## config.mk

```make
export PLATFORM = sky130hd
export DESIGN_NAME = line_scan_sensor_readout_sequencer_top
export DESIGN_NICKNAME = d
export VERILOG_FILES = /design/src/rtl/lss_pkg.sv /design/src/rtl/line_scan_sensor_readout_sequencer_top.sv /design/src/rtl/lss_core.sv
export SDC_FILE = /design/constraint.sdc
export NUM_CORES = 1
export LEC_CHECK = 0
export BUFFER_PORTS_ARGS = -buffer_cell sky130_fd_sc_hd__buf_4
export CAP_MARGIN = 15
export CELL_PAD_IN_SITES_DETAIL_PLACEMENT = 0
export CELL_PAD_IN_SITES_GLOBAL_PLACEMENT = 1
export CORE_MARGIN = 2
export CORE_UTILIZATION = 30
export CTS_CLUSTER_SIZE = 8
export DETAILED_ROUTE_END_ITERATION = 6
export PLACE_DENSITY_LB_ADDON = 0.3
export SLEW_MARGIN = 20
export SYNTH_ARGS = -nofsm -noshare
export SYNTH_HDL_FRONTEND = slang
export SYNTH_SLANG_ARGS = --single-unit
```

## constraint.sdc

```tcl
create_clock -name clk_i -period 4.1 [get_ports clk_i]
set_clock_uncertainty 0.05 [all_clocks]
set_input_delay 0.82 -clock clk_i [delete_from_list [all_inputs] [get_ports clk_i]]
set_output_delay 0.82 -clock clk_i [all_outputs]
set_load 0.01 [all_outputs]
```

## src/rtl/lss_pkg.sv

```systemverilog
// ----------------------------------------------------------------------------
// Line scan sensor sequencer package
// Shared item types and operation codes for the readout sequencer.
// ----------------------------------------------------------------------------
package lss_pkg;

  localparam int unsigned SAMPLE_W = 16;
  localparam int unsigned IDX_W    = 7;

  typedef enum logic [0:0] {
    OP_TICK         = 1'b0,
    OP_PERIOD_START = 1'b1
  } lss_op_e;

  typedef struct packed {
    lss_op_e               op;
    logic [SAMPLE_W-1:0]   adc_sample;
    logic                  reader_done;
  } lss_in_t;

  typedef struct packed {
    logic                  clk_level;
    logic                  si_level;
    logic                  store_valid;
    logic                  store_buffer;
    logic [IDX_W-1:0]      store_index;
    logic [SAMPLE_W-1:0]   store_value;
    logic                  line_swapped;
    logic                  presented_buffer;
    logic                  waiting_for_reader;
    logic                  capture_enabled;
  } lss_out_t;

endpackage

```

## src/rtl/line_scan_sensor_readout_sequencer_top.sv

```systemverilog
// ----------------------------------------------------------------------------
// Line scan sensor readout sequencer
// Drives the CLK and SI pins of a linear sensor and steers converter samples
// into two ping-pong line buffers, one result transfer per input transfer.
// ----------------------------------------------------------------------------
//
//   channel  | direction | handshake               | payload
//   ---------+-----------+-------------------------+---------------------
//   in       | input     | in_valid_i / in_stall_o | in_data_i  (lss_in_t)
//   out      | output    | out_valid_o/out_stall_i | out_data_o (lss_out_t)
//
// One item per cycle while the output is not stalled; each item passes
// through the input register, then the result register. The core updates its
// state in the cycle an item moves into the result register. Reset clears
// the pin levels, buffer select and flags and sets the position counter to
// its start value at once. A stall on the output holds the result register;
// the input register then fills and in_stall_o rises in the same cycle.
module line_scan_sensor_readout_sequencer_top #(
  parameter int unsigned LINE_PIXELS = 128
) (
  input  logic              clk_i,
  input  logic              rst_ni,
  input  logic              in_valid_i,
  output logic              in_stall_o,
  input  lss_pkg::lss_in_t  in_data_i,
  output logic              out_valid_o,
  input  logic              out_stall_i,
  output lss_pkg::lss_out_t out_data_o
);

  logic              in_valid_q;
  lss_pkg::lss_in_t  in_data_q;
  logic              out_valid_q;
  lss_pkg::lss_out_t out_data_q;
  lss_pkg::lss_out_t result;
  logic              out_free;
  logic              advance;
  logic              in_xfer;

  // The result register can take a new result when empty or being drained
  assign out_free   = !out_valid_q || !out_stall_i;
  assign advance    = in_valid_q && out_free;
  assign in_stall_o = in_valid_q && !out_free;
  assign in_xfer    = in_valid_i && !in_stall_o;

  lss_core #(
    .LINE_PIXELS(LINE_PIXELS)
  ) u_core (
    .clk_i   (clk_i),
    .rst_ni  (rst_ni),
    .commit_i(advance),
    .item_i  (in_data_q),
    .result_o(result)
  );

  // Input register: load on every transfer, empty once the item moves on
  always_ff @(posedge clk_i or negedge rst_ni) begin
    if (!rst_ni) begin
      in_valid_q <= 1'b0;
    end else if (in_xfer) begin
      in_valid_q <= 1'b1;
    end else if (advance) begin
      in_valid_q <= 1'b0;
    end
  end

  always_ff @(posedge clk_i) begin
    if (in_xfer) begin
      in_data_q <= in_data_i;
    end
  end

  // Result register: hold while stalled
  always_ff @(posedge clk_i or negedge rst_ni) begin
    if (!rst_ni) begin
      out_valid_q <= 1'b0;
    end else if (out_free) begin
      out_valid_q <= advance;
    end
  end

  always_ff @(posedge clk_i) begin
    if (advance) begin
      out_data_q <= result;
    end
  end

  assign out_valid_o = out_valid_q;
  assign out_data_o  = out_data_q;

  // An empty result register never pushes back on the input
  assert property (@(posedge clk_i) disable iff (!rst_ni)
    !out_valid_q |-> !in_stall_o)
    else $error("input stalled with empty result register");

  // A pixel is stored only while capture is running
  assert property (@(posedge clk_i) disable iff (!rst_ni)
    (out_valid_o && out_data_o.store_valid) |-> out_data_o.capture_enabled)
    else $error("pixel stored with capture disabled");

  // A stalled tick neither stores nor swaps
  assert property (@(posedge clk_i) disable iff (!rst_ni)
    (out_valid_o && out_data_o.waiting_for_reader) |->
      (!out_data_o.store_valid && !out_data_o.line_swapped))
    else $error("stalled tick stored or swapped");

  // A held result stays put until it is taken
  assert property (@(posedge clk_i) disable iff (!rst_ni)
    (advance && out_valid_q && out_stall_i) |=> 0)
    else $error("result register overwritten while stalled");

endmodule

```

## src/rtl/lss_core.sv

```systemverilog
// ----------------------------------------------------------------------------
// Sequencer core
// Holds the sensor pin and line buffer state and computes one result per item.
// ----------------------------------------------------------------------------
module lss_core #(
  parameter int unsigned LINE_PIXELS = 128
) (
  input  logic             clk_i,
  input  logic             rst_ni,
  input  logic             commit_i,
  input  lss_pkg::lss_in_t item_i,
  output lss_pkg::lss_out_t result_o
);

  localparam int unsigned POS_W = $clog2(2 * LINE_PIXELS + 1) + 1;
  localparam int unsigned CNT_W = $clog2(LINE_PIXELS + 1);
  localparam logic signed [POS_W-1:0] PosStart = -POS_W'(2);
  localparam logic signed [POS_W-1:0] PosSiRise = -POS_W'(1);
  localparam logic signed [POS_W-1:0] PosSiFall = POS_W'(1);
  localparam logic signed [POS_W-1:0] PosFirst = POS_W'(2);
  localparam logic signed [POS_W-1:0] PosEnd = POS_W'(2 * LINE_PIXELS);
  localparam logic [CNT_W-1:0] LineFull = CNT_W'(LINE_PIXELS);

  logic                    clock_q, clock_d;
  logic                    si_q, si_d;
  logic signed [POS_W-1:0] pos_q, pos_d;
  logic                    en_q, en_d;
  logic [CNT_W-1:0]        stored_q, stored_d;
  logic                    wsel_q, wsel_d;
  logic                    presented_q, presented_d;

  logic full, stall, swap;

  always_comb begin
    clock_d     = clock_q;
    si_d        = si_q;
    pos_d       = pos_q;
    en_d        = en_q;
    stored_d    = stored_q;
    wsel_d      = wsel_q;
    presented_d = presented_q;
    full        = 1'b0;
    stall       = 1'b0;
    swap        = 1'b0;
    result_o    = '0;

    if (item_i.op == lss_pkg::OP_PERIOD_START) begin
      en_d = 1'b1;
    end else if (en_q) begin
      clock_d = ~clock_q;
      full    = (stored_q >= LineFull);
      stall   = full && !(item_i.reader_done || !presented_q);
      swap    = full && !stall;
      if (swap) begin
        wsel_d      = ~wsel_q;
        presented_d = 1'b1;
        stored_d    = '0;
      end
      if (!stall) begin
        if (pos_q >= PosFirst && pos_q < PosEnd) begin
          // Store on the falling clock edge only
          if (!clock_d) begin
            result_o.store_valid  = 1'b1;
            result_o.store_buffer = wsel_d;
            result_o.store_index  = lss_pkg::IDX_W'(pos_q >> 1);
            result_o.store_value  = item_i.adc_sample;
            stored_d              = stored_d + CNT_W'(1);
          end
          pos_d = pos_q + POS_W'(1);
        end else if (pos_q < PosFirst) begin
          if (pos_q == PosSiRise) begin
            si_d = 1'b1;
          end else if (pos_q == PosSiFall) begin
            si_d                  = 1'b0;
            result_o.store_valid  = 1'b1;
            result_o.store_buffer = wsel_d;
            result_o.store_value  = item_i.adc_sample;
            stored_d              = stored_d + CNT_W'(1);
          end
          pos_d = pos_q + POS_W'(1);
        end else begin
          // End of line: park the clock low and wait for the next period
          clock_d = 1'b0;
          pos_d   = PosStart;
          en_d    = 1'b0;
        end
      end
    end

    result_o.clk_level          = clock_d;
    result_o.si_level           = si_d;
    result_o.line_swapped       = swap;
    result_o.presented_buffer   = presented_d & ~wsel_d;
    result_o.waiting_for_reader = stall;
    result_o.capture_enabled    = en_d;
  end

  always_ff @(posedge clk_i or negedge rst_ni) begin
    if (!rst_ni) begin
      clock_q     <= 1'b0;
      si_q        <= 1'b0;
      pos_q       <= PosStart;
      en_q        <= 1'b0;
      stored_q    <= '0;
      wsel_q      <= 1'b0;
      presented_q <= 1'b0;
    end else if (commit_i) begin
      clock_q     <= clock_d;
      si_q        <= si_d;
      pos_q       <= pos_d;
      en_q        <= en_d;
      stored_q    <= stored_d;
      wsel_q      <= wsel_d;
      presented_q <= presented_d;
    end
  end

endmodule
```

==> out/qor_table.md <==
| Metric | Reported | Unit |
| --- | --- | --- |
| Worst relative slew slack | 45.4 | % |
| Core box area | 10200 | um^2 |
| Arrival time of data at the critical path endpoint | 1.24 | ns |
| Estimated wirelength of the detail-placed design | 4010 | um |
| Path depth of the worst reg2reg path | 7 | - |
| Share of layout cells above drive strength 1 | 30.8 | % |
| Synth Net Count | 260 | - |
| Clock tree from TritonCTS | built | - |
| Sequential standard cell area | 2110 | um^2 |
| Peak supply drop | 0.214 | mV |
| Antenna cells | 0 | - |
| Setup TNS after final layout | 0 | ns |
| Global-route usage over all layers | 10.7 | % |
| P&R area growth vs syn | 24.5 | % |
| Residual DRC count | 0 | - |
| Mapped Avg Cell Area | 13.3 | um^2 |
| Wire length of the first global-routing pass | 9270 | um |
| Fraction of registers with async set or reset after synthesis | 33.8 | % |
| Detailed-route via count | 1940 | - |
| CP Capture Type | output port | - |
| End-of-flow core utilization | 38.0 | % |
| Average wire per cell in the routed design | 13.2 | um |
| Leakage power of the design | 1.57 | nW |
| Antenna violations before repair | 0 | - |
| I/O Buffers | 54 | - |
| RSZ-0062 raised after global routing | no | - |
| Fill cell total of the finished layout | 1018 | - |
| CTS Sinks | 74 | - |
| Placed Area | 3670 | um^2 |
| Count of pins on the block boundary | 55 | - |
| Full die area | 11200 | um^2 |
| CP startpoint | out_stall_i | - |
| Largest net degree at the start of global routing | 34 | - |
| Fin worst setup slack | 1.99 | ns |
| Count of warnings emitted by yosys | 0 | - |
| Cells after Synth | 235 | - |
| CTS-repair resized insts | 0 | - |
| Category of the critical setup timing path | in2out | - |
| Library cells used by synthesis | 45 | - |
| CP Data Required Time | 3.23 | ns |
| Total count of hold-check failures in the final report | 0 | - |
| Horizontal die dimension | 106 | um |
| Share of the yosys chip area belonging to registers | 67.6 | % |
| Via-per-instance ratio | 4.43 | - |
| Leading cell types in the layout, fill and taps excluded | 55 x sky130_fd_sc_hd__buf_4, 49 x sky130_fd_sc_hd__edfxtp_1, 32 x sky130_fd_sc_hd__nand2_1 | - |
| Delay of the slowest cell on the worst path | 0.13 | ns |
| Total clock buffers created by CTS | 9 | - |
| Number of maximum-capacitance constraint violations | 0 | - |
| Number of pins exceeding their max-slew limit in the final report | 0 | - |
| Clock-pin slew reported for the worst setup and hold paths after clock tree synthesis | 0.07 | ns |
| Count of hold-fix buffers inserted at cts | 0 | - |
| Cell area after layout | 3880 | um^2 |
| Result of the run | completed | - |
| Total congestion overflow | 0 | - |
| Clock Root Buffer | sky130_fd_sc_hd__clkbuf_8 | - |
| Pre-CTS setup slack | 1.75 | ns |
| Critical Path Start Type | input pin | - |
| Placer congestion estimate | 0.768 | - |
| Number of H-tree levels | 3 | - |
| Achievable Freq | 475 | MHz |
| Clock latency on the worst-skew pair | 0.34 | ns |
| Total area of multi-input combinational cells | 956 | um^2 |
| Routed Wire Length | 5760 | um |
| Initial Util | 30.5 | % |
| Final Cycle Share | 51.4 | % |
| Synth Flop Type | sky130_fd_sc_hd__edfxtp_1 | - |
| Least-Margin Pin Slew | 0.819 | ns |
| Final critical delay including setup and external delays | 2.11 | ns |
| Worst r2r src | in_data_q[0]$_DFFE_PP_ | - |
| Critical path's slowest cell | sky130_fd_sc_hd__buf_4 | - |
| Number of antenna-violating nets in the routed design | 0 | - |
| Class of the most critical hold timing path | in2async | - |
| Cell repeated most along the worst path | sky130_fd_sc_hd__buf_4 | - |
| Setup bufs post-CTS | 0 | - |
| Count of nets after finishing | 322 | - |
| DRC marker count from the first detailed-route iteration | 85 | - |
| Power density cells | 503 | nW/um^2 |
| Post-synthesis register bit count | 74 | - |
| Setup violation total in the final timing report | 0 | - |
| Number of iterations in the first detailed-routing pass | 4 | - |
| CP Cell Sequence | buf_4 > nand3_1 > inv_1 > buf_4 | - |
| Number of global-route vias before repair | 1866 | - |
| Largest fanout on the critical path | 3 | - |
| Post-synth EDFFs | 49 | - |
| Leading cell type in the layout, fill and taps excluded | sky130_fd_sc_hd__buf_4 | - |
| Die H | 106 | um |
| PnR Total Power | 0.00195 | W |
| Cell area after synthesis | 3120 | um^2 |
| Number of placement rows | 37 | - |
| Clock buffer depth | 2 | - |
-- power by group --
group          switching, W  internal, W  total [W]
clock network      0.000260     0.000340   0.000600
logic              0.000207     0.000152   0.000358
registers         0.0000784     0.000915   0.000993
-- sequential cells by signal, summed over array words and instances, names as in the netlist --
signal / flops
u_core.wsel_q: 1
out_valid_o: 1
u_core.presented_q: 1
out_data_o: 31
in_valid_q: 1
u_core.si_q: 1
in_data_q: 18
u_core.stored_q: 8
u_core.pos_q: 10
u_core.clock_q: 1
u_core.en_q: 1
-- layout make-up --
type / instances / area share (%)
multi-input cells: 150 / 24.6
inverters: 7 / 0.677
repair buffers: 55 / 10.6
clock buffers: 10 / 3.29
flip-flops and latches: 74 / 54.3
well taps: 136 / 4.38
clock inverters: 6 / 2.13
-- worst max-delay path, delay by kind of cell --
kind / cells / cell delay (ns)
buffers and inverters: 3 / 0.30
and+or+nand+nor: 1 / 0.11
-- metrics by stage --
stage | hold WS [ns] | std cells
after CTS | 0.334 | 438
final | 0.333 | 438
after detailed placement | 0.423 | 422
after floorplan | 0.400 | 235
after global placement | 0.416 | 422
after global routing | 0.348 | 438
-- per-layer routing --
| layer | wire (um) | up-vias | share of wire (%) | GRT usage [%] |
|---|---|---|---|---|
| met5 | 0 | - | 0 | 0 |
| met4 | 85 | 0 | 1.5 | 3.95 |
| met3 | 291 | 9 | 5.1 | 3.25 |
| met2 | 2630 | 55 | 46 | 16.6 |
| met1 | 2750 | 918 | 48 | 14.2 |
| li1 | - | 958 | - | - |
-- cells in the mapped netlist (2+ instances only) --
library cell / count / share of area (%)
sky130_fd_sc_hd__a211o_1: 2 / 0.56
sky130_fd_sc_hd__a21o_1: 3 / 0.72
sky130_fd_sc_hd__a21oi_1: 4 / 0.64
sky130_fd_sc_hd__a31oi_1: 2 / 0.40
sky130_fd_sc_hd__and2_1: 24 / 4.8
sky130_fd_sc_hd__buf_2: 2 / 0.32
sky130_fd_sc_hd__dfrtp_1: 16 / 13
sky130_fd_sc_hd__dfstp_2: 9 / 7.6
sky130_fd_sc_hd__edfxtp_1: 49 / 47
sky130_fd_sc_hd__ha_1: 3 / 1.2
sky130_fd_sc_hd__inv_1: 7 / 0.84
sky130_fd_sc_hd__mux2i_1: 2 / 0.64
sky130_fd_sc_hd__nand2_1: 32 / 3.9
sky130_fd_sc_hd__nand2b_1: 5 / 1.0
sky130_fd_sc_hd__nand3_1: 12 / 1.9
sky130_fd_sc_hd__nand3b_1: 2 / 0.48
sky130_fd_sc_hd__nand4_1: 2 / 0.40
sky130_fd_sc_hd__nor2_1: 10 / 1.2
sky130_fd_sc_hd__nor2_4: 2 / 0.72
sky130_fd_sc_hd__nor2b_1: 2 / 0.40
sky130_fd_sc_hd__nor3_1: 4 / 0.64
sky130_fd_sc_hd__nor4_2: 2 / 0.80
sky130_fd_sc_hd__o21ai_0: 10 / 1.6
sky130_fd_sc_hd__or3_1: 2 / 0.40
sky130_fd_sc_hd__xor2_1: 7 / 2.0
-- path summary, 6_finish.rpt --
kind | to | slack [ns]
min in group clk_i | out_valid_o$_DFFE_PN0P_ | 0.44
max | in_stall_o | 1.99
max in group asynchronous | u_core.pos_q[2]$_DFFE_PN1P_ | 3.36
min | u_core.stored_q[1]$_DFFE_PN0P_ | 0.33
min reg2reg | out_valid_o$_DFFE_PN0P_ | 0.44
max reg2reg | u_core.stored_q[6]$_DFFE_PN0P_ | 2.02
-- kinds of logic (layout without fill, tap and decap cells) --
logic type | Yosys count | in the layout | share of synthesized area (%)
buf+inv | 11 | 78 | 1.77
fa+ha+maj | 3 | 3 | 1.20
compound gates | 27 | 27 | 6.06
xor+xnor | 8 | 8 | 2.25
simple gates | 110 | 110 | 20.5
mux | 2 | 2 | 0.642
flops | 74 | 74 | 67.6
(Power assumes the default switching activity.)
